## src/rtl/assert_macros.svh

```systemverilog
// assertion macros included by the top level rtl file
`ifndef ASSERT_MACROS_SVH
`define ASSERT_MACROS_SVH

// property that must hold at every clock edge out of reset
`define ASSERT_ALWAYS(lbl, clk, rst, prop) \
   lbl: assert property (@(posedge clk) disable iff (rst) (prop)) \
      else $error("assertion failed");

// condition in one cycle requires the consequence in the same cycle
`define ASSERT_IMPLY(lbl, clk, rst, ante, cons) \
   lbl: assert property (@(posedge clk) disable iff (rst) (ante) |-> (cons)) \
      else $error("assertion failed");

// condition in one cycle requires the consequence in the next cycle
`define ASSERT_NEXT(lbl, clk, rst, ante, cons) \
   lbl: assert property (@(posedge clk) disable iff (rst) (ante) |=> (cons)) \
      else $error("assertion failed");

`endif

```

## src/rtl/fsmf_pkg.sv

```systemverilog
// shared types and constants of the first substring match finder
`default_nettype none
package fsmf_pkg;

   localparam int MAX_PATTERN_DEF = 16;
   localparam int MAX_TEXT_DEF    = 65536;
   localparam int QUEUE_DEPTH_DEF = 4;

   localparam int BYTE_W      = 8;
   localparam int LEN_W       = 5;
   localparam int POS_W       = 16;
   localparam int START_W     = 17;
   localparam int WIDE_W      = 32;
   localparam int CSR_IDX_W   = 2;
   localparam int CSR_DATA_W  = 64;
   localparam int NEEDLE_MAX  = 16;
   localparam int REQ_DATA_W  = 8;
   localparam int RSP_DATA_W  = 24;

   localparam logic [START_W-1:0] START_NOT_FOUND = '1;

   // configuration register indexes
   typedef enum logic [CSR_IDX_W-1:0] {
      CSR_PATTERN_LENGTH = 2'd0,
      CSR_PATTERN_LOW    = 2'd1,
      CSR_PATTERN_HIGH   = 2'd2
   } csr_index_type;

   // one classified text beat handed from front to back
   typedef struct packed {
      logic             hit;
      logic [POS_W-1:0] pos;
      logic             last;
      logic             empty_needle;
   } entry_type;

   // queue fill status seen by the front and the back
   typedef struct packed {
      logic full;
      logic empty;
   } queue_stat_type;

endpackage
`default_nettype wire

```

## src/rtl/fsmf_front.sv

```systemverilog
// front end: needle registers, text window, byte counter and window compare
`default_nettype none
module fsmf_front
   import fsmf_pkg::*;
#(
   parameter int MAX_PATTERN = MAX_PATTERN_DEF,
   parameter int MAX_TEXT    = MAX_TEXT_DEF
) (
   input  wire logic                  clock,
   input  wire logic                  reset,
   input  wire logic                  csr_we,
   input  wire logic [CSR_IDX_W-1:0]  csr_index,
   input  wire logic [CSR_DATA_W-1:0] csr_wdata,
   input  wire logic                  req_tvalid,
   output logic                       req_tready,
   input  wire logic [REQ_DATA_W-1:0] req_tdata,
   input  wire logic                  req_tlast,
   input  wire queue_stat_type        q_stat,
   output logic                       push,
   output entry_type                  push_entry
);

   localparam int CNT_W = $clog2(MAX_TEXT + 1);

   logic [LEN_W-1:0]               len_ff;
   logic [NEEDLE_MAX*BYTE_W-1:0]   needle_ff;
   logic [MAX_PATTERN-1:0][BYTE_W-1:0] win_ff, win_in, win_next;
   logic [CNT_W-1:0]               cnt_ff, cnt_in, cnt_next;
   logic                           active;
   logic                           accept;
   logic [MAX_PATTERN-1:0]         match_len;
   logic                           match_sel;
   logic                           len_ok;
   logic [WIDE_W-1:0]              pos_wide;

   assign req_tready = !q_stat.full;
   assign accept     = req_tvalid && req_tready;

   // configuration writes
   always_ff @(posedge clock) begin
      if (reset) begin
         len_ff    <= '0;
         needle_ff <= '0;
      end else if (csr_we) begin
         unique case (csr_index)
            CSR_PATTERN_LENGTH: len_ff <= csr_wdata[LEN_W-1:0];
            CSR_PATTERN_LOW:    needle_ff[CSR_DATA_W-1:0] <= csr_wdata;
            CSR_PATTERN_HIGH:   needle_ff[2*CSR_DATA_W-1:CSR_DATA_W] <= csr_wdata;
            default: ;
         endcase
      end
   end

   // window shift and counter, frozen once the text limit is reached
   assign active = cnt_ff < CNT_W'(MAX_TEXT);

   always_comb begin
      win_next = win_ff;
      cnt_next = cnt_ff;
      if (active) begin
         for (int k = MAX_PATTERN - 1; k > 0; k--) begin
            win_next[k] = win_ff[k-1];
         end
         win_next[0] = req_tdata[BYTE_W-1:0];
         cnt_next    = cnt_ff + CNT_W'(1);
      end
   end

   // per-length compare of the newest window bytes against the needle
   always_comb begin
      for (int l = 1; l <= MAX_PATTERN; l++) begin
         match_len[l-1] = 1'b1;
         for (int j = 0; j < l; j++) begin
            if (win_next[l-1-j] != needle_ff[j*BYTE_W +: BYTE_W]) begin
               match_len[l-1] = 1'b0;
            end
         end
      end
   end

   always_comb begin
      match_sel = 1'b0;
      for (int l = 1; l <= MAX_PATTERN; l++) begin
         if (len_ff == LEN_W'(l)) begin
            match_sel = match_len[l-1];
         end
      end
   end

   assign len_ok   = (len_ff != '0) && (WIDE_W'(len_ff) <= WIDE_W'(MAX_PATTERN))
                     && (WIDE_W'(cnt_next) >= WIDE_W'(len_ff));
   assign pos_wide = WIDE_W'(cnt_next) - WIDE_W'(len_ff);

   // classified beat into the queue
   assign push = accept;
   always_comb begin
      push_entry.hit          = active && len_ok && match_sel;
      push_entry.pos          = pos_wide[POS_W-1:0];
      push_entry.last         = req_tlast;
      push_entry.empty_needle = (len_ff == '0);
   end

   // next window state, cleared after the last beat of a text
   always_comb begin
      win_in = win_ff;
      cnt_in = cnt_ff;
      if (accept) begin
         if (req_tlast) begin
            win_in = '0;
            cnt_in = '0;
         end else begin
            win_in = win_next;
            cnt_in = cnt_next;
         end
      end
   end

   always_ff @(posedge clock) begin
      if (reset) begin
         win_ff <= '0;
         cnt_ff <= '0;
      end else begin
         win_ff <= win_in;
         cnt_ff <= cnt_in;
      end
   end

endmodule
`default_nettype wire

```

## src/rtl/fsmf_queue.sv

```systemverilog
// short queue of classified beats between front and back
`default_nettype none
module fsmf_queue
   import fsmf_pkg::*;
#(
   parameter int DEPTH = QUEUE_DEPTH_DEF
) (
   input  wire logic      clock,
   input  wire logic      reset,
   input  wire logic      push,
   input  wire entry_type push_entry,
   input  wire logic      pop,
   output entry_type      head_entry,
   output queue_stat_type q_stat
);

   localparam int PTR_W = (DEPTH > 1) ? $clog2(DEPTH) : 1;
   localparam int CNT_W = $clog2(DEPTH + 1);

   entry_type        store_ff [DEPTH];
   logic [PTR_W-1:0] wr_ptr_ff, wr_ptr_in;
   logic [PTR_W-1:0] rd_ptr_ff, rd_ptr_in;
   logic [CNT_W-1:0] count_ff, count_in;
   logic             do_push, do_pop;

   assign q_stat.full  = (count_ff == CNT_W'(DEPTH));
   assign q_stat.empty = (count_ff == '0);
   assign do_push      = push && !q_stat.full;
   assign do_pop       = pop && !q_stat.empty;
   assign head_entry   = store_ff[rd_ptr_ff];

   // pointer and count update
   always_comb begin
      wr_ptr_in = wr_ptr_ff;
      rd_ptr_in = rd_ptr_ff;
      count_in  = count_ff;
      if (do_push) begin
         wr_ptr_in = (wr_ptr_ff == PTR_W'(DEPTH - 1)) ? '0 : wr_ptr_ff + PTR_W'(1);
      end
      if (do_pop) begin
         rd_ptr_in = (rd_ptr_ff == PTR_W'(DEPTH - 1)) ? '0 : rd_ptr_ff + PTR_W'(1);
      end
      if (do_push && !do_pop) begin
         count_in = count_ff + CNT_W'(1);
      end else if (do_pop && !do_push) begin
         count_in = count_ff - CNT_W'(1);
      end
   end

   always_ff @(posedge clock) begin
      if (reset) begin
         wr_ptr_ff <= '0;
         rd_ptr_ff <= '0;
         count_ff  <= '0;
      end else begin
         wr_ptr_ff <= wr_ptr_in;
         rd_ptr_ff <= rd_ptr_in;
         count_ff  <= count_in;
      end
   end

   // entry storage
   always_ff @(posedge clock) begin
      if (do_push) begin
         store_ff[wr_ptr_ff] <= push_entry;
      end
   end

endmodule
`default_nettype wire

```

## src/rtl/fsmf_back.sv

```systemverilog
// back end: first hit tracking and the result output register
`default_nettype none
module fsmf_back
   import fsmf_pkg::*;
(
   input  wire logic                  clock,
   input  wire logic                  reset,
   input  wire entry_type             head_entry,
   input  wire queue_stat_type        q_stat,
   output logic                       pop,
   output logic                       rsp_tvalid,
   input  wire logic                  rsp_tready,
   output logic [RSP_DATA_W-1:0]      rsp_tdata,
   output logic                       rsp_tuser
);

   logic             hit_ff, hit_in;
   logic [POS_W-1:0] pos_ff, pos_in;
   logic             rsp_valid_ff, rsp_valid_in;
   logic [START_W-1:0] start_ff, start_in;
   logic             found_ff, found_in;
   logic             hit_now;
   logic [POS_W-1:0] pos_now;

   // a last beat waits until the output register can take its result
   assign pop = !q_stat.empty && (!head_entry.last || !rsp_valid_ff || rsp_tready);

   // earliest hit wins
   assign hit_now = hit_ff || head_entry.hit;
   assign pos_now = hit_ff ? pos_ff : head_entry.pos;

   always_comb begin
      hit_in = hit_ff;
      pos_in = pos_ff;
      if (pop) begin
         if (head_entry.last) begin
            hit_in = 1'b0;
            pos_in = '0;
         end else begin
            hit_in = hit_now;
            pos_in = pos_now;
         end
      end
   end

   // result register
   always_comb begin
      rsp_valid_in = rsp_valid_ff && !rsp_tready;
      start_in     = start_ff;
      found_in     = found_ff;
      if (pop && head_entry.last) begin
         rsp_valid_in = 1'b1;
         if (head_entry.empty_needle) begin
            start_in = '0;
            found_in = 1'b1;
         end else if (hit_now) begin
            start_in = START_W'(pos_now);
            found_in = 1'b1;
         end else begin
            start_in = START_NOT_FOUND;
            found_in = 1'b0;
         end
      end
   end

   always_ff @(posedge clock) begin
      if (reset) begin
         hit_ff       <= 1'b0;
         pos_ff       <= '0;
         rsp_valid_ff <= 1'b0;
      end else begin
         hit_ff       <= hit_in;
         pos_ff       <= pos_in;
         rsp_valid_ff <= rsp_valid_in;
      end
   end

   always_ff @(posedge clock) begin
      start_ff <= start_in;
      found_ff <= found_in;
   end

   assign rsp_tvalid = rsp_valid_ff;
   assign rsp_tdata  = RSP_DATA_W'(start_ff);
   assign rsp_tuser  = found_ff;

endmodule
`default_nettype wire

```

## src/rtl/first_substring_match_finder.sv

```systemverilog
// top level of the streaming first substring match finder
// Searches a byte stream for the first occurrence of a needle of up to MAX_PATTERN
// bytes held in the csr registers. One text byte is taken per req beat, one beat
// per cycle while req_tready is high; req_tlast marks the final byte of a text. The
// front compares the newest window bytes against the needle in the cycle a beat
// is accepted and writes the outcome into a QUEUE_DEPTH entry queue; the back
// takes one entry a cycle unless a last entry waits on a held result, and for the
// last byte loads the result register. req_tready drops only when the queue is
// full, which happens only while rsp_tready holds back a result. The result is
// the start index of the first match, or -1 with rsp_tuser low; an empty needle
// gives 0. Bytes past MAX_TEXT are dropped and never matched.
// Write the csr registers only while no text is in flight.
`default_nettype none
`include "assert_macros.svh"
module first_substring_match_finder
   import fsmf_pkg::*;
#(
   parameter int MAX_PATTERN = MAX_PATTERN_DEF,
   parameter int MAX_TEXT    = MAX_TEXT_DEF,
   parameter int QUEUE_DEPTH = QUEUE_DEPTH_DEF
) (
   input  wire logic                  clock,
   input  wire logic                  reset,
   input  wire logic                  csr_we,
   input  wire logic [CSR_IDX_W-1:0]  csr_index,
   input  wire logic [CSR_DATA_W-1:0] csr_wdata,
   input  wire logic                  req_tvalid,
   output logic                       req_tready,
   input  wire logic [REQ_DATA_W-1:0] req_tdata,  // text_byte
   input  wire logic                  req_tlast,  // text_end
   output logic                       rsp_tvalid,
   input  wire logic                  rsp_tready,
   output logic [RSP_DATA_W-1:0]      rsp_tdata,  // match_start[16:0], zero pad
   output logic                       rsp_tuser   // match_found
);

   logic           push;
   entry_type      push_entry;
   logic           pop;
   entry_type      head_entry;
   queue_stat_type q_stat;

   // accept and classify text beats
   fsmf_front #(
      .MAX_PATTERN (MAX_PATTERN),
      .MAX_TEXT    (MAX_TEXT)
   ) u_front (
      .clock      (clock),
      .reset      (reset),
      .csr_we     (csr_we),
      .csr_index  (csr_index),
      .csr_wdata  (csr_wdata),
      .req_tvalid (req_tvalid),
      .req_tready (req_tready),
      .req_tdata  (req_tdata),
      .req_tlast  (req_tlast),
      .q_stat     (q_stat),
      .push       (push),
      .push_entry (push_entry)
   );

   // decoupling queue
   fsmf_queue #(
      .DEPTH (QUEUE_DEPTH)
   ) u_queue (
      .clock      (clock),
      .reset      (reset),
      .push       (push),
      .push_entry (push_entry),
      .pop        (pop),
      .head_entry (head_entry),
      .q_stat     (q_stat)
   );

   // hit tracking and result delivery
   fsmf_back u_back (
      .clock      (clock),
      .reset      (reset),
      .head_entry (head_entry),
      .q_stat     (q_stat),
      .pop        (pop),
      .rsp_tvalid (rsp_tvalid),
      .rsp_tready (rsp_tready),
      .rsp_tdata  (rsp_tdata),
      .rsp_tuser  (rsp_tuser)
   );

   // found flag agrees with the sign of the start index
   `ASSERT_IMPLY(a_found_sign, clock, reset, rsp_tvalid, rsp_tuser != rsp_tdata[START_W-1])
   // a miss reports exactly -1
   `ASSERT_IMPLY(a_miss_value, clock, reset, rsp_tvalid && !rsp_tuser,
                 rsp_tdata[START_W-1:0] == START_NOT_FOUND)
   // back pressure on input comes only from a full queue
   `ASSERT_ALWAYS(a_ready_full, clock, reset, req_tready == !q_stat.full)
   // a last entry is never dropped while a result is still waiting
   `ASSERT_NEXT(a_hold_last, clock, reset,
                !q_stat.empty && head_entry.last && rsp_tvalid && !rsp_tready,
                !q_stat.empty && head_entry.last)

endmodule
`default_nettype wire
```

## config.mk

```make
export PLATFORM = sky130hd
export DESIGN_NAME = first_substring_match_finder
export DESIGN_NICKNAME = d
export VERILOG_FILES = /design/src/rtl/fsmf_pkg.sv /design/src/rtl/fsmf_front.sv /design/src/rtl/fsmf_queue.sv /design/src/rtl/fsmf_back.sv /design/src/rtl/first_substring_match_finder.sv
export VERILOG_INCLUDE_DIRS = /design/src /design/src/rtl
export SDC_FILE = /design/constraint.sdc
export NUM_CORES = 2
export LEC_CHECK = 0
export BUFFER_PORTS_ARGS = -buffer_cell sky130_fd_sc_hd__buf_2
export CAP_MARGIN = 20
export CORE_MARGIN = 8
export CORE_UTILIZATION = 46
export DETAILED_ROUTE_END_ITERATION = 6
export PLACE_DENSITY = 0.61
export SYNTH_ARGS = -nofsm -noshare
export SYNTH_HDL_FRONTEND = slang
export SYNTH_HIERARCHICAL = 1
export SYNTH_SLANG_ARGS = --single-unit
```

## constraint.sdc

```tcl
create_clock -name clock -period 11.41 [get_ports clock]
set_clock_uncertainty 0.05 [all_clocks]
set_input_delay 2.282 -clock clock [delete_from_list [all_inputs] [get_ports clock]]
set_output_delay 2.282 -clock clock [all_outputs]
set_load 0.03 [all_outputs]
```

# After elaboration in Yosys (flattened, before gate mapping)
# Memories as Yosys holds them, arrays and structs flattened. A register that Yosys moved wholly into a read port is not among the register bits.
# Index checks and enable logic that the tools add are counted.
# word_totals
ramBits	76
regBits	321
inputBits	80
n_memories	1
# classes
muxes	170
n_lt_le_gt_ge	3
n_eq_ne	157
reduce_logical	30
addsub	6
# memory_table
name	depth	width	rd	rd_clocked_by_memory_dff	wr	line_no	text
u_queue.store_ff	4	19	1	1	1	fsmf_queue.sv:20	entry_type store_ff [DEPTH];
# op_table
op	n
$ne 8x8->1	136
$mux 128	2
$mux 1	157
$mux 17	3
$eq 5x4->1 const B	8
$mux 16	2
$eq 5x3->1 const B	4
$add 17x1->17 const B	1
$ge 17x5->1	1
$lt 17x17->1 const B	1
$sub 16x5->16	1
$logic_and 1x1->1	12
$eq 5x2->1 const B	2
$mux 2	4
$logic_not 1->1	7
$eq 2x2->1 const B	3
$mux 3	2
$reduce_and 2->1	3
$eq 5x1->1 const B	1
$eq 5x5->1 const B	1
$le 5x5->1 const B	1
$logic_not 5->1	1
$reduce_bool 5->1	1
$add 2x1->2 const B	2
other kinds (8)	10

# Longest topological paths before layout
# logic_depth
depth_word	21
depth_mapped	18

# Hierarchy
# The synthesis kept the hierarchy.
# modules_own_cells
mod	instances	seq_area_each_um2	cells_per_inst	area_per_inst_um2
fsmf_front	1	5565.3	3207	25076.6
fsmf_queue	1	2462.4	149	3241.9
fsmf_back	1	900.9	135	1554.0

# Worst setup path after synthesis
# No wires, ideal clock.
# synth_path
path_type	input -> register
startpoint	input req_tdata[6]
endpoint	memory u_queue/store_ff[0][18] (netlist bit), data pin
n_path_buf	1
setup_time_ns	0.206
path_stages	9
arrival_ns	4.146
setup_slack_ns	7.008
path_cell_list	mux2i_4 > buf_2 > xor2_1 > nand4_1 > nor4_1 > nand4_1 > nor4_1 > nor4b_1 > nor4_2
# synth_lines
element	line_no	text
from (decl)	first_substring_match_finder.sv:29	input wire logic [REQ_DATA_W-1:0] req_tdata,
to (decl)	fsmf_queue.sv:20	

==> reports/metrics.yaml <==
critPathMaxFanout: 31
port_buffers: 99
path_cells: "buf_4 -> buf_4 -> mux2i_2 -> buf_4 -> xnor2_1 -> nor4_1 -> nand4_1 -> nor4_1 -> nor4b_1 -> nor4_2"
required_ps: 11690
area.growth.synth_to_final_pct: 9.95
worstHoldPathType: "flip-flop to flip-flop"
dieArea_mm2: 0.0734
yosys_warnings: 6
slew_headroom_pct: 13.8
antenna_found_initial: 3
cp-end-kind: "flip-flop"
syn_area_mm2: 0.0299
power_density_mw_per_mm2: 129
ys_seq_area_share_pct: 29.9
postSynthCellCount: 3491
core_mm2: 0.0643
clockBufferDepth: 3
comb_power_share_pct: 25.7
antenna_left: 0
vias: 29128
pre_cts_slack_ps: 5730
drv_cap: 0
register_area_mm2: 0.00895
status: "complete, but fails checks"
grt_pass1_vias: 26679
num_io_pins: 107
globalRouteTotalUtil_pct: 40.3
setup_viol: 0
postSynthAreaPerCell_um2: 8.56
violations: "DRC"
dieHeight_um: 271
postLayoutCoreUtil_pct: 51.0
cts_tree: "yes"
tns_ps: 0
htreeDepth: 2
report.final.slew_viol_count: 0
cts.sinks: 399
p_leak_nw: 11.1
rows: 93
path_buf_inv: 3
clk_pin_slew_ps: 60
die_x_um: 271
grt_max_degree: 123
synth_seq_cells: 399
netSwitchingFraction_pct: 34.1
dp_hpwl_um: 99500
async_flop_share_pct: 0
synthFlopType: "dfxtp_1"
clkLatencyLatePin_ps: 620
nFillCells: 6151
clkPwrFrac_pct: 34.3
place_congestion: 1.13
worst_pin_slew_ps: 1290
grt-ovfl-total: 0
startpoint_type: "flip-flop"
wire_per_inst_um: 35.7
synth_edf_count: 94
start_util_pct: 46.4
max_freq_mhz: 176
ys_types: 69
grt_pass1_wl_um: 213000
arrival_ps: 5960
timing.final.crit_share_pct: 49.8
peakVddDrop_uv: 107
final_nets: 3546
firstDrtPassIters: 7
rsz0062_at_grt: "no"
drc: 4
path_common_cell: "buf_4"
path_delay_family: "simple AND/OR/NAND/NOR gates"
worst_path_max_delay_cell: "nor4_1"
hold_viol_final: 0
setup_slack_ps: 5730
postCtsSetupBuffers: 0
p_seq_share_pct: 40.0
slowest_delay_ps: 800
ctsResizeCount: 0
numCtsBuffers: 44
drtIter0Drc: 4861
layout-drive-gt1-share_pct: 13.6
cts_hold_buffers: 0
criticalPathCategory: "flip-flop to flip-flop"
min_period_ps: 5680
intPower_mw: 2.79
vias_per_cell: 6.71
wl_um: 155000
root_buffer: "clkbuf_16"
multi_input_area_mm2: 0.0194
p_sw_mw: 1.44
==> cell type report <==
class                           count  share of cell area (%)
Antenna cell                        1                 0.00762
Clock buffer                       56                    3.67
Clock inverter                     24                   0.796
Inverter                           34                   0.446
Multi-Input combinational cell   2711                    59.1
Sequential cell                   399                    27.3
Tap cell                          855                    3.26
Timing Repair Buffer              260                    5.44
==> worst paths after layout <==
| path | slack, ps | start | endpoint | depth (start not counted) |
|---|---|---|---|---|
| max | 5730 | u_front/cnt_ff[16]$_SDFFE_PP0P_ | u_queue/store_ff[0][18]$_DFFE_PP_ | 10 |
| min | 400 | u_front/needle_ff[15]$_SDFFE_PP0P_ | u_front/needle_ff[15]$_SDFFE_PP0P_ | 2 |
| max reg2reg | 5730 | u_front/cnt_ff[16]$_SDFFE_PP0P_ | u_queue/store_ff[0][18]$_DFFE_PP_ | 10 |
| min reg2reg | 400 | u_front/needle_ff[15]$_SDFFE_PP0P_ | u_front/needle_ff[15]$_SDFFE_PP0P_ | 2 |
==> metal layers <==
| layer | vias to the layer above | global-route usage (%) | wire length [um] |
|---|---|---|---|
| li1 | 11828 | - | - |
| met4 | 4 | 26.9 | 14100 |
| met1 | 13950 | 49.4 | 57200 |
| met5 | - | 0.0674 | 27 |
| met3 | 887 | 18.5 | 22500 |
| met2 | 2459 | 55.9 | 60900 |
==> tightest hold or removal path: stages (launching register included) <==
cell	delay, ps
dfxtp_2	320
nand2_1	50
a21oi_1	50
==> power by group through the flow <==
stage | Clock (mW) | Sequential, mW | Combinational (mW)
2_1_floorplan | 0 | 1.72 | 0.703
3_3_place_gp | 0 | 1.72 | 1.06
3_5_place_dp | 0 | 1.72 | 1.06
4_1_cts | 1.48 | 1.69 | 1.06
5_1_grt | 1.53 | 1.70 | 1.14
6_report | 1.45 | 1.70 | 1.09
==> sequential cells by signal (all words and copies together) (netlist names), 2 cells and up, named ones only <==
signal	flops
u_queue/wr_ptr_ff	2
u_front/cnt_ff	17
u_queue/store_ff	76
u_queue/count_ff	3
u_front/win_ff	128
u_queue/rd_ptr_ff	2
u_back/start_ff	17
u_back/pos_ff	16
u_front/needle_ff	128
u_front/len_ff	5
==> cells in the final DEF, fill, tap and decap left out, drive strengths merged, types with 27 or more instances in the layout <==
cell	instances
mux2i	132
nand3	30
nand4	141
nor3	27
a22oi	46
a221oi	33
inv	34
edfxtp	94
a21oi	281
xor2	364
nor4	189
buf	260
dfxtp	305
nor2	319
xnor2	649
clkbuf	56
nand2	301
==> Yosys cell counts (all sizes together), types with 6 or more instances <==
cell | count | area [um2]
a211oi | 7 | 52.6
a21oi | 281 | 1410
a221oi | 33 | 289
a22o | 16 | 140
a22oi | 46 | 345
and3 | 6 | 37.5
buf | 157 | 836
clkbuf | 196 | 737
dfxtp | 305 | 6110
edfxtp | 94 | 2820
ha | 14 | 175
inv | 32 | 120
mux2i | 132 | 1830
mux4 | 19 | 428
nand2 | 301 | 1130
nand3 | 30 | 150
nand4 | 141 | 882
nor2 | 319 | 1200
nor2b | 9 | 56.3
nor3 | 27 | 140
nor4 | 189 | 1200
o211ai | 6 | 45.0
o21ai | 26 | 130
o22ai | 24 | 150
or3 | 9 | 56.3
xnor2 | 649 | 5680
xor2 | 364 | 3190
==> cell families (layout without fill, tap and decap cells) <==
kind of cell / Yosys count / in the layout / share of synthesized area (%)
and+or+nand+nor: 1057 / 1057 / 16.9
xor gates and xnor gates: 1013 / 1013 / 29.7
AOI/OAI and AO/OA: 466 / 466 / 9.40
DFF: 399 / 399 / 29.9
buffers and inverters: 387 / 374 / 5.75
muxes: 152 / 152 / 7.58
adders and majority gates: 16 / 16 / 0.720
other: 1 / 8 / 0.0126
==> through the flow <==
step | hold WS (ps) | instance area (um2) | std cells | total power [mW]
2_1_floorplan | 398 | 29900 | 3497 | 2.42
6_report | 401 | 32800 | 4340 | 4.24
4_1_cts | 402 | 32800 | 4336 | 4.23
5_1_grt | 420 | 32800 | 4339 | 4.38
3_3_place_gp | 392 | 31300 | 4256 | 2.78
3_5_place_dp | 393 | 31300 | 4256 | 2.78
(Power assumes the default switching activity.)
